File: config.mk
export PLATFORM = sky130hd
export DESIGN_NAME = accel_tap_detector_unit
export DESIGN_NICKNAME = d
export VERILOG_FILES = /design/src/hdl/tad_pkg.sv /design/src/hdl/accel_tap_detector_unit.sv /design/src/hdl/tad_ctrl.sv /design/src/hdl/tad_dp.sv
export SDC_FILE = /design/constraint.sdc
export NUM_CORES = 1
export LEC_CHECK = 0
export ABC_CLOCK_PERIOD_IN_PS = 15680
export BUFFER_PORTS_ARGS = -buffer_cell sky130_fd_sc_hd__buf_4
export CAP_MARGIN = 5
export CORE_ASPECT_RATIO = 0.8
export CORE_MARGIN = 8
export CORE_UTILIZATION = 50
export DETAILED_ROUTE_END_ITERATION = 12
export PLACE_DENSITY_LB_ADDON = 0.2
export SYNTH_ARGS = -nofsm -noshare
export SYNTH_HDL_FRONTEND = slang
export SYNTH_SLANG_ARGS = --single-unit
File: constraint.sdc
create_clock -name aclk -period 15.68 [get_ports aclk]
set_input_delay 4.704 -clock aclk [delete_from_list [all_inputs] [get_ports aclk]]
set_output_delay 4.704 -clock aclk [all_outputs]
set_load 0.01 [all_outputs]
File: src/hdl/tad_pkg.sv
// ============================================================================
// tad_pkg
// Shared types and constants for the accelerometer tap detector.
// ============================================================================
package tad_pkg;

    // Default sizes
    localparam int DEF_SAMPLE_BITS = 16;
    localparam int DEF_TIME_BITS   = 32;
    localparam int DEF_COUNT_BITS  = 16;

    // Configuration register layout
    localparam int CFG_ADDR_BITS = 1;
    localparam int CFG_DATA_BITS = 16;

    localparam logic [CFG_ADDR_BITS-1:0] REG_DELTA_THRESHOLD = 1'b0;
    localparam logic [CFG_ADDR_BITS-1:0] REG_REFRACTORY_MS   = 1'b1;

    localparam logic [CFG_DATA_BITS-1:0] DELTA_THRESHOLD_RST = 16'd24576; // 1.5 g
    localparam logic [CFG_DATA_BITS-1:0] REFRACTORY_MS_RST   = 16'd300;

    // Result field width
    localparam int OUT_BITS = 16;

    // Axis select codes
    localparam logic [1:0] AXIS_X = 2'd0;
    localparam logic [1:0] AXIS_Y = 2'd1;
    localparam logic [1:0] AXIS_Z = 2'd2;

    typedef enum logic [2:0] {
        ST_IDLE,
        ST_SQUARE,
        ST_SUM,
        ST_ROOT,
        ST_DECIDE
    } tad_state_t;

    // Controller -> datapath
    typedef struct packed {
        logic       capture;    // latch input beat, clear accumulator
        logic       square;     // square one axis, accumulate previous square
        logic [1:0] axis_sel;
        logic       root_load;  // final add, load radicand
        logic       root_step;  // one square-root digit
        logic       commit;     // update state, load output register
    } tad_cmd_t;

    // Datapath -> controller
    typedef struct packed {
        logic out_busy;         // output register full and not being taken
    } tad_stat_t;

endpackage

File: src/hdl/accel_tap_detector_unit.sv
// ============================================================================
// accel_tap_detector_unit
// Tap detector on the change of three-axis acceleration magnitude.
// ============================================================================
// Usage:
//   Input stream (s_axis_*): one beat per accelerometer sample, carrying the
//   three signed axis readings and a millisecond timestamp in tdata.
//   Output stream (m_axis_*): exactly one beat per input beat, in order:
//   tap count and magnitude change in tdata, tap flag in tuser.
//   Config port: cfg_wr_en/cfg_addr/cfg_wr_data write the threshold
//   (index 0) and the refractory time (index 1); write only while idle.
//   Sequence per sample: capture, three squares on the shared squarer,
//   one final add, one square-root step per result bit, and a decide
//   step; the root iteration is the longest part. One sample at a time:
//   a new sample is taken only after the previous one has committed,
//   and may be taken while that result still sits in the output register.
//   Stall: if m_axis_tready stays low, the finished sample waits in the
//   decide step until the output register frees up; no beat is dropped.
//   Reset (aresetn low, synchronous): registers return to defaults,
//   previous magnitude to 1 g, tap count and last tap time to zero, and
//   any beat in flight is discarded.
// ============================================================================
module accel_tap_detector_unit import tad_pkg::*; #(
    parameter int SAMPLE_BITS = DEF_SAMPLE_BITS,
    parameter int TIME_BITS   = DEF_TIME_BITS,
    parameter int COUNT_BITS  = DEF_COUNT_BITS,
    localparam int IN_RAW     = 3 * SAMPLE_BITS + TIME_BITS,
    localparam int IN_BITS    = ((IN_RAW + 7) / 8) * 8
) (
    input  logic                     aclk,
    input  logic                     aresetn,
    // input stream
    input  logic                     s_axis_tvalid,
    output logic                     s_axis_tready,
    // low to high: accel_x, accel_y, accel_z, timestamp_ms, zero pad
    input  logic [IN_BITS-1:0]       s_axis_tdata,
    // result stream
    output logic                     m_axis_tvalid,
    input  logic                     m_axis_tready,
    // low to high: tap_total, strength
    output logic [2*OUT_BITS-1:0]    m_axis_tdata,
    // tap_seen
    output logic                     m_axis_tuser,
    // configuration writes
    input  logic                     cfg_wr_en,
    input  logic [CFG_ADDR_BITS-1:0] cfg_addr,
    input  logic [CFG_DATA_BITS-1:0] cfg_wr_data
);

    tad_cmd_t  cmd;
    tad_stat_t stat;

    logic [CFG_DATA_BITS-1:0] threshold_reg;
    logic [CFG_DATA_BITS-1:0] refractory_reg;

    logic [OUT_BITS-1:0] tap_total;
    logic [OUT_BITS-1:0] strength;

    // Config registers; the 1-bit index covers both registers
    always_ff @(posedge aclk) begin
        if (!aresetn) begin
            threshold_reg  <= DELTA_THRESHOLD_RST;
            refractory_reg <= REFRACTORY_MS_RST;
        end else if (cfg_wr_en) begin
            case (cfg_addr)
                REG_DELTA_THRESHOLD: threshold_reg  <= cfg_wr_data;
                REG_REFRACTORY_MS:   refractory_reg <= cfg_wr_data;
                default: ;
            endcase
        end
    end

    tad_ctrl #(
        .SAMPLE_BITS (SAMPLE_BITS)
    ) u_ctrl (
        .aclk     (aclk),
        .aresetn  (aresetn),
        .in_valid (s_axis_tvalid),
        .in_ready (s_axis_tready),
        .stat     (stat),
        .cmd      (cmd)
    );

    tad_dp #(
        .SAMPLE_BITS (SAMPLE_BITS),
        .TIME_BITS   (TIME_BITS),
        .COUNT_BITS  (COUNT_BITS)
    ) u_dp (
        .aclk            (aclk),
        .aresetn         (aresetn),
        .cmd             (cmd),
        .stat            (stat),
        .accel_x         (s_axis_tdata[0 +: SAMPLE_BITS]),
        .accel_y         (s_axis_tdata[SAMPLE_BITS +: SAMPLE_BITS]),
        .accel_z         (s_axis_tdata[2*SAMPLE_BITS +: SAMPLE_BITS]),
        .timestamp_ms    (s_axis_tdata[3*SAMPLE_BITS +: TIME_BITS]),
        .delta_threshold (threshold_reg),
        .refractory_ms   (refractory_reg),
        .out_valid       (m_axis_tvalid),
        .out_ready       (m_axis_tready),
        .tap_seen        (m_axis_tuser),
        .tap_total       (tap_total),
        .strength        (strength)
    );

    assign m_axis_tdata = {strength, tap_total};

endmodule

File: src/hdl/tad_ctrl.sv
// ============================================================================
// tad_ctrl
// Sequencer: capture, three squares, sum, bit-pair square root, decide.
// ============================================================================
module tad_ctrl import tad_pkg::*; #(
    parameter int SAMPLE_BITS = DEF_SAMPLE_BITS
) (
    input  logic      aclk,
    input  logic      aresetn,
    input  logic      in_valid,
    output logic      in_ready,
    input  tad_stat_t stat,
    output tad_cmd_t  cmd
);

    localparam int CNT_BITS = $clog2(SAMPLE_BITS);
    localparam logic [CNT_BITS-1:0] ROOT_LAST = CNT_BITS'(SAMPLE_BITS - 1);
    localparam logic [CNT_BITS-1:0] SQ_LAST   = CNT_BITS'(2);

    tad_state_t          state_reg, state_next;
    logic [CNT_BITS-1:0] cnt_reg, cnt_next;

    always_ff @(posedge aclk) begin
        if (!aresetn) begin
            state_reg <= ST_IDLE;
            cnt_reg   <= '0;
        end else begin
            state_reg <= state_next;
            cnt_reg   <= cnt_next;
        end
    end

    always_comb begin
        state_next = state_reg;
        cnt_next   = cnt_reg;
        in_ready   = 1'b0;
        cmd        = '0;
        cmd.axis_sel = cnt_reg[1:0];
        case (state_reg)
            ST_IDLE: begin
                in_ready = 1'b1;
                if (in_valid) begin
                    cmd.capture = 1'b1;
                    cnt_next    = '0;
                    state_next  = ST_SQUARE;
                end
            end
            ST_SQUARE: begin
                cmd.square = 1'b1;
                cnt_next   = cnt_reg + 1'b1;
                if (cnt_reg == SQ_LAST) begin
                    state_next = ST_SUM;
                end
            end
            ST_SUM: begin
                cmd.root_load = 1'b1;
                cnt_next      = '0;
                state_next    = ST_ROOT;
            end
            ST_ROOT: begin
                cmd.root_step = 1'b1;
                cnt_next      = cnt_reg + 1'b1;
                if (cnt_reg == ROOT_LAST) begin
                    state_next = ST_DECIDE;
                end
            end
            ST_DECIDE: begin
                // wait for room in the output register
                if (!stat.out_busy) begin
                    cmd.commit = 1'b1;
                    state_next = ST_IDLE;
                end
            end
            default: begin
                state_next = ST_IDLE;
            end
        endcase
    end

endmodule

File: src/hdl/tad_dp.sv
// ============================================================================
// tad_dp
// Datapath: axis magnitudes, shared squarer, iterative square root, tap
// decision, detector state and the output register.
// ============================================================================
module tad_dp import tad_pkg::*; #(
    parameter int SAMPLE_BITS = DEF_SAMPLE_BITS,
    parameter int TIME_BITS   = DEF_TIME_BITS,
    parameter int COUNT_BITS  = DEF_COUNT_BITS
) (
    input  logic                     aclk,
    input  logic                     aresetn,
    input  tad_cmd_t                 cmd,
    output tad_stat_t                stat,
    input  logic [SAMPLE_BITS-1:0]   accel_x,
    input  logic [SAMPLE_BITS-1:0]   accel_y,
    input  logic [SAMPLE_BITS-1:0]   accel_z,
    input  logic [TIME_BITS-1:0]     timestamp_ms,
    input  logic [CFG_DATA_BITS-1:0] delta_threshold,
    input  logic [CFG_DATA_BITS-1:0] refractory_ms,
    output logic                     out_valid,
    input  logic                     out_ready,
    output logic                     tap_seen,
    output logic [OUT_BITS-1:0]      tap_total,
    output logic [OUT_BITS-1:0]      strength
);

    localparam int SUM_BITS = 2 * SAMPLE_BITS;
    localparam int REM_BITS = SAMPLE_BITS + 3;
    localparam int DW = (SAMPLE_BITS > OUT_BITS) ? SAMPLE_BITS : OUT_BITS;
    localparam int CW = (COUNT_BITS > OUT_BITS) ? COUNT_BITS : OUT_BITS;
    localparam logic [SAMPLE_BITS-1:0] ONE_G = SAMPLE_BITS'(1) << (SAMPLE_BITS - 2);

    // Captured sample
    logic [SAMPLE_BITS-1:0] abs_x_reg, abs_y_reg, abs_z_reg;
    logic [TIME_BITS-1:0]   now_reg;

    // Sum of squares
    logic [SAMPLE_BITS-1:0] sq_in;
    logic [SUM_BITS-1:0]    sq_reg, acc_reg;

    // Square root
    logic [SUM_BITS-1:0]    rad_reg, rad_next;
    logic [REM_BITS-1:0]    rem_reg, rem_next, rem_shift, trial;
    logic [SAMPLE_BITS-1:0] root_reg, root_next;

    // Detector state
    logic [SAMPLE_BITS-1:0] last_mag_reg;
    logic [TIME_BITS-1:0]   last_tap_reg;
    logic [COUNT_BITS-1:0]  count_reg;

    // Decision
    logic [SAMPLE_BITS-1:0] delta;
    logic [DW-1:0]          delta_ext;
    logic [TIME_BITS-1:0]   elapsed;
    logic                   tap;
    logic [COUNT_BITS-1:0]  count_next;
    logic [CW-1:0]          count_ext;

    // Output register
    logic                   out_valid_reg;
    logic                   tap_seen_reg;
    logic [OUT_BITS-1:0]    tap_total_reg, strength_reg;

    function automatic logic [SAMPLE_BITS-1:0] abs_val(input logic [SAMPLE_BITS-1:0] v);
        // most negative value maps to 2^(N-1), still fits unsigned
        return v[SAMPLE_BITS-1] ? (~v + 1'b1) : v;
    endfunction

    always_comb begin
        case (cmd.axis_sel)
            AXIS_X:  sq_in = abs_x_reg;
            AXIS_Y:  sq_in = abs_y_reg;
            AXIS_Z:  sq_in = abs_z_reg;
            default: sq_in = '0;
        endcase
    end

    // Root digit: bring down two radicand bits, trial subtract 4*root+1
    always_comb begin
        rem_shift = {rem_reg[REM_BITS-3:0], rad_reg[SUM_BITS-1 -: 2]};
        trial     = {REM_BITS'(root_reg) << 2} | REM_BITS'(1);
        rad_next  = rad_reg << 2;
        if (rem_shift >= trial) begin
            rem_next  = rem_shift - trial;
            root_next = {root_reg[SAMPLE_BITS-2:0], 1'b1};
        end else begin
            rem_next  = rem_shift;
            root_next = {root_reg[SAMPLE_BITS-2:0], 1'b0};
        end
    end

    always_comb begin
        delta     = (root_reg >= last_mag_reg) ? (root_reg - last_mag_reg)
                                               : (last_mag_reg - root_reg);
        delta_ext = DW'(delta);
        elapsed   = now_reg - last_tap_reg;
        tap       = (delta_ext > DW'(delta_threshold)) &&
                    (elapsed > TIME_BITS'(refractory_ms));
        count_next = (tap && !(&count_reg)) ? (count_reg + 1'b1) : count_reg;
        count_ext  = CW'(count_next);
    end

    always_ff @(posedge aclk) begin
        if (cmd.capture) begin
            abs_x_reg <= abs_val(accel_x);
            abs_y_reg <= abs_val(accel_y);
            abs_z_reg <= abs_val(accel_z);
            now_reg   <= timestamp_ms;
            sq_reg    <= '0;
            acc_reg   <= '0;
        end else if (cmd.square) begin
            sq_reg  <= SUM_BITS'(sq_in) * SUM_BITS'(sq_in);
            acc_reg <= acc_reg + sq_reg;
        end
        if (cmd.root_load) begin
            rad_reg  <= acc_reg + sq_reg;
            rem_reg  <= '0;
            root_reg <= '0;
        end else if (cmd.root_step) begin
            rad_reg  <= rad_next;
            rem_reg  <= rem_next;
            root_reg <= root_next;
        end
        if (cmd.commit) begin
            tap_seen_reg  <= tap;
            tap_total_reg <= (count_ext > CW'({OUT_BITS{1'b1}})) ? {OUT_BITS{1'b1}}
                                                                 : count_ext[OUT_BITS-1:0];
            strength_reg  <= (delta_ext > DW'({OUT_BITS{1'b1}})) ? {OUT_BITS{1'b1}}
                                                                 : delta_ext[OUT_BITS-1:0];
        end
    end

    always_ff @(posedge aclk) begin
        if (!aresetn) begin
            last_mag_reg  <= ONE_G;
            last_tap_reg  <= '0;
            count_reg     <= '0;
            out_valid_reg <= 1'b0;
        end else begin
            if (cmd.commit) begin
                last_mag_reg <= root_reg;
                count_reg    <= count_next;
                if (tap) begin
                    last_tap_reg <= now_reg;
                end
                out_valid_reg <= 1'b1;
            end else if (out_ready) begin
                out_valid_reg <= 1'b0;
            end
        end
    end

    assign stat.out_busy = out_valid_reg & ~out_ready;
    assign out_valid     = out_valid_reg;
    assign tap_seen      = tap_seen_reg;
    assign tap_total     = tap_total_reg;
    assign strength      = strength_reg;

endmodule

==> load_flow_metrics.sql <==
INSERT INTO impl_metrics (metric_group, metric, value, unit) VALUES
('cells_and_area', 'fillerInstances', '4912', ''),
('route', 'routed_via_density', '5.616', ''),
('clock_network', 'postCtsResizedCells', '0', ''),
('clock_network', 'clk_transition_reported_paths', '0.06', 'ns'),
('critical_path', 'cp_common_cell', 'sky130_fd_sc_hd__fa_1', ''),
('global_route', 'grt_use_total', '21.94', '%'),
('logic_synthesis', 'synth-warning-count', '0', ''),
('route', 'drt_pre_antenna_iters', '8', ''),
('global_route', 'global_routing_met1_resource_utilization', '32.33', '%'),
('critical_path', 'worstPathArrival', '8.55', 'ns'),
('clock_network', 'clock_tree.htree_level_count', '2', ''),
('timing', 'fin_tns_setup', '0', 'ns'),
('placed_design', 'detailed_place_hpwl', '54.45', 'mm'),
('route', 'detailroute.via_count', '21950', ''),
('timing', 'rsz0062_at_grt', 'no', ''),
('cells_and_area', 'layout-drive-gt1-share', '8.079', '%'),
('timing', 'timing.final.hold_violations', '0', ''),
('clock_network', 'cts_post_setup_buffers_inserted', '0', ''),
('logic_synthesis', 'synthDominantAreaCellType', 'sky130_fd_sc_hd__edfxtp_1', ''),
('floorplanning', 'fp.dieW', '277.1', 'µm'),
('logic_synthesis', 'postSynthRegisterBits', '345', ''),
('route', 'routedWlPerCell', '17.71', 'µm'),
('logic_synthesis', 'synth-edff-count', '145', ''),
('clock_network', 'root_buffer', 'sky130_fd_sc_hd__clkbuf_16', ''),
('global_route', 'grt.met3_usage', '3.890', '%'),
('route', 'drt.antenna.violating_nets', '0', ''),
('global_route', 'grt_util_met2', '32.99', '%'),
('timing', 'max-slew-margin-rel', '27.08', '%'),
('logic_synthesis', 'postSynth.topFlopCell', 'sky130_fd_sc_hd__dfxtp_1', ''),
('floorplanning', 'placement_rows', '76', ''),
('clock_network', 'cts.sink_count', '345', ''),
('critical_path', 'worstSetupStartpointType', 'flop', ''),
('logic_synthesis', 'synth_unique_cells', '88', ''),
('critical_path', 'slowest_delay', '0.75', 'ns'),
('floorplanning', 'initial_utilization', '50.59', '%'),
('clock_network', 'cts_hold_repair.buffers', '0', ''),
('logic_synthesis', 'post_synth_main_area_contributors', 'sky130_fd_sc_hd__edfxtp_1 16%, sky130_fd_sc_hd__dfxtp_1 15%, sky130_fd_sc_hd__fa_1 12%', ''),
('logic_synthesis', 'synth_top_area_share', '15.96', '%'),
('route', 'route.detailed.drc', '0', ''),
('min_path', 'class_of_the_tightest_hold_or_removal_check', 'flop to flop', ''),
('clock_network', 'cts-root-to-sink-buffers', '3', ''),
('cells_and_area', 'layout.nets', '3694', ''),
('critical_path', 'path_buf_inv', '5', ''),
('timing', 'maxClockFrequency', '0.1238', 'GHz'),
('placed_design', 'placed_area', '28800', 'µm²'),
('cells_and_area', 'syn_to_final_growth', '10.24', '%'),
('clock_network', 'clock_tree_from_tritoncts', 'done', ''),
('timing', 'layout_min_cycle_time', '8.076', 'ns'),
('logic_synthesis', 'synthArstFlopShare', '0', '%'),
('placed_design', 'place.port_buffers', '136', ''),
('floorplanning', 'core_area', '53920', 'µm²'),
('logic_synthesis', 'postSynthAreaPerCell', '8.785', 'µm²'),
('timing', 'worst_pin_slew', '1.092', 'ns'),
('job', 'timing.max_cap.violations', '0', ''),
('critical_path', 'worst-endpoint-required', '16.16', 'ns'),
('logic_synthesis', 'synth.net_count', '3622', ''),
('critical_path', 'setup.worst_path.class', 'flop to flop', ''),
('status', 'run_status', 'finished, final reports clean', ''),
('cells_and_area', 'diodes', '0', ''),
('floorplanning', 'floorplan.io_pins', '137', ''),
('cells_and_area', 'final_cell_area', '30070', 'µm²'),
('timing', 'final_min_period_over_clock_period', '51.50', '%'),
('timing', 'pins_over_their_slew_limit', '0', ''),
('global_route', 'vias_in_the_first_global_route', '21660', ''),
('floorplanning', 'die_area', '62330', 'µm²'),
('clock_network', 'clk-insertion-delay-late', '0.56', 'ns'),
('global_route', 'globalRoute.totalOverflow', '0', ''),
('critical_path', 'critPathSlowestCell', 'sky130_fd_sc_hd__a222oi_1', ''),
('route', 'drtIter0Drc', '1671', ''),
('global_route', 'grt_first_pass_wirelength', '113.1', 'mm'),
('critical_path', 'endpoint_kind', 'flop', '');
-- final cells by class --
cell class,instances,area [µm²],area share (%)
well taps,702,878.3,2.921
repair buffers,152,1141,3.795
clock buffers,53,1152,3.832
flip-flops and latches,345,8358,27.80
clock inverters,16,121.4,0.4036
multi-input cells,2248,16940,56.35
inverters,392,1474,4.902
-- worst paths after layout --
check,from,end,cells after the start,slack [ns]
setup reg to reg,u_ctrl.cnt_reg[0],u_dp.sq_reg[31],27,7.60
hold reg to reg,u_dp.last_tap_reg[5],u_dp.last_tap_reg[5],2,0.46
hold / removal,u_dp.last_tap_reg[5],u_dp.last_tap_reg[5],2,0.46
setup / recovery,u_ctrl.cnt_reg[0],u_dp.sq_reg[31],27,7.60
-- routing by layer --
layer / share of wire (%) / routed length [µm]
met1: 49 / 33950
met2: 42 / 28810
met3: 7.0 / 4830
met4: 2.4 / 1633
met5: 0 / 0
-- cells in the mapped netlist, types with 65 or more instances --
cell and instances:
sky130_fd_sc_hd__nand2_1 443, sky130_fd_sc_hd__inv_1 390, sky130_fd_sc_hd__ha_1 248, sky130_fd_sc_hd__nor2_1 231
sky130_fd_sc_hd__a21oi_1 218, sky130_fd_sc_hd__dfxtp_1 200, sky130_fd_sc_hd__fa_1 167, sky130_fd_sc_hd__edfxtp_1 145
sky130_fd_sc_hd__o21ai_0 123, sky130_fd_sc_hd__clkbuf_1 100, sky130_fd_sc_hd__xnor2_1 99, sky130_fd_sc_hd__xor2_1 65
-- worst reg2reg max path, stage by stage (launching register included) --
cell,delay [ns]
sky130_fd_sc_hd__dfxtp_1,0.38
sky130_fd_sc_hd__inv_1,0.10
sky130_fd_sc_hd__ha_1,0.43
sky130_fd_sc_hd__a222oi_1,0.75
sky130_fd_sc_hd__or2_2,0.34
sky130_fd_sc_hd__inv_1,0.18
sky130_fd_sc_hd__nand2_1,0.17
sky130_fd_sc_hd__fa_1,0.46
sky130_fd_sc_hd__fa_1,0.56
sky130_fd_sc_hd__inv_1,0.06
sky130_fd_sc_hd__fa_1,0.52
sky130_fd_sc_hd__fa_1,0.45
sky130_fd_sc_hd__fa_1,0.55
sky130_fd_sc_hd__inv_1,0.06
sky130_fd_sc_hd__fa_1,0.53
sky130_fd_sc_hd__inv_1,0.04
sky130_fd_sc_hd__ha_1,0.38
sky130_fd_sc_hd__nand3_1,0.13
sky130_fd_sc_hd__nor3_1,0.29
sky130_fd_sc_hd__nand3b_1,0.12
sky130_fd_sc_hd__a21oi_1,0.23
sky130_fd_sc_hd__o31a_1,0.28
sky130_fd_sc_hd__o221ai_1,0.20
sky130_fd_sc_hd__o21ai_0,0.29
sky130_fd_sc_hd__a31oi_1,0.14
sky130_fd_sc_hd__xnor2_1,0.16
sky130_fd_sc_hd__nand2_1,0.07
sky130_fd_sc_hd__a21oi_1,0.14
-- layout by cell type, fill, tap and decap left out, types with 15 or more instances in the layout --
master / instances
sky130_fd_sc_hd__nand2_1: 443
sky130_fd_sc_hd__inv_1: 389
sky130_fd_sc_hd__ha_1: 248
sky130_fd_sc_hd__nor2_1: 230
sky130_fd_sc_hd__a21oi_1: 218
sky130_fd_sc_hd__dfxtp_1: 200
sky130_fd_sc_hd__fa_1: 167
sky130_fd_sc_hd__buf_4: 152
sky130_fd_sc_hd__edfxtp_1: 145
sky130_fd_sc_hd__o21ai_0: 123
sky130_fd_sc_hd__xnor2_1: 99
sky130_fd_sc_hd__xor2_1: 65
sky130_fd_sc_hd__mux2i_1: 60
sky130_fd_sc_hd__a21o_1: 58
sky130_fd_sc_hd__nor3_1: 45
sky130_fd_sc_hd__clkbuf_16: 42
sky130_fd_sc_hd__nand3_1: 40
sky130_fd_sc_hd__nand2b_1: 38
sky130_fd_sc_hd__a211oi_1: 29
sky130_fd_sc_hd__or3_1: 29
sky130_fd_sc_hd__o21a_1: 25
sky130_fd_sc_hd__and2_1: 24
sky130_fd_sc_hd__o31ai_1: 21
sky130_fd_sc_hd__o21bai_1: 20
sky130_fd_sc_hd__nand4_1: 19
sky130_fd_sc_hd__and3_1: 18
sky130_fd_sc_hd__a31oi_1: 18
sky130_fd_sc_hd__o211ai_1: 17
sky130_fd_sc_hd__o22ai_1: 17
sky130_fd_sc_hd__or2_2: 15
-- stage by stage --
stage	instances	setup WS, ns
after floorplan	3105	7.567
after global placement	3839	7.982
after detailed placement	3839	7.715
after CTS	3908	7.697
after global routing	3908	7.131
final	3908	7.604
-- cell families (layout without fill, tap and decap cells) --
family / Yosys count / after routing / synth area share, %
compound gates: 631 / 631 / 14.59
xor+xnor: 164 / 164 / 5.266
fa+ha+maj: 415 / 415 / 23.63
buf+inv: 512 / 613 / 7.275
flops: 345 / 345 / 30.64
mux: 63 / 63 / 2.326
simple gates: 975 / 975 / 16.27
Power is not shown: default switching activity piles up to over one toggle a cycle in this logic, so the estimate is an artifact.
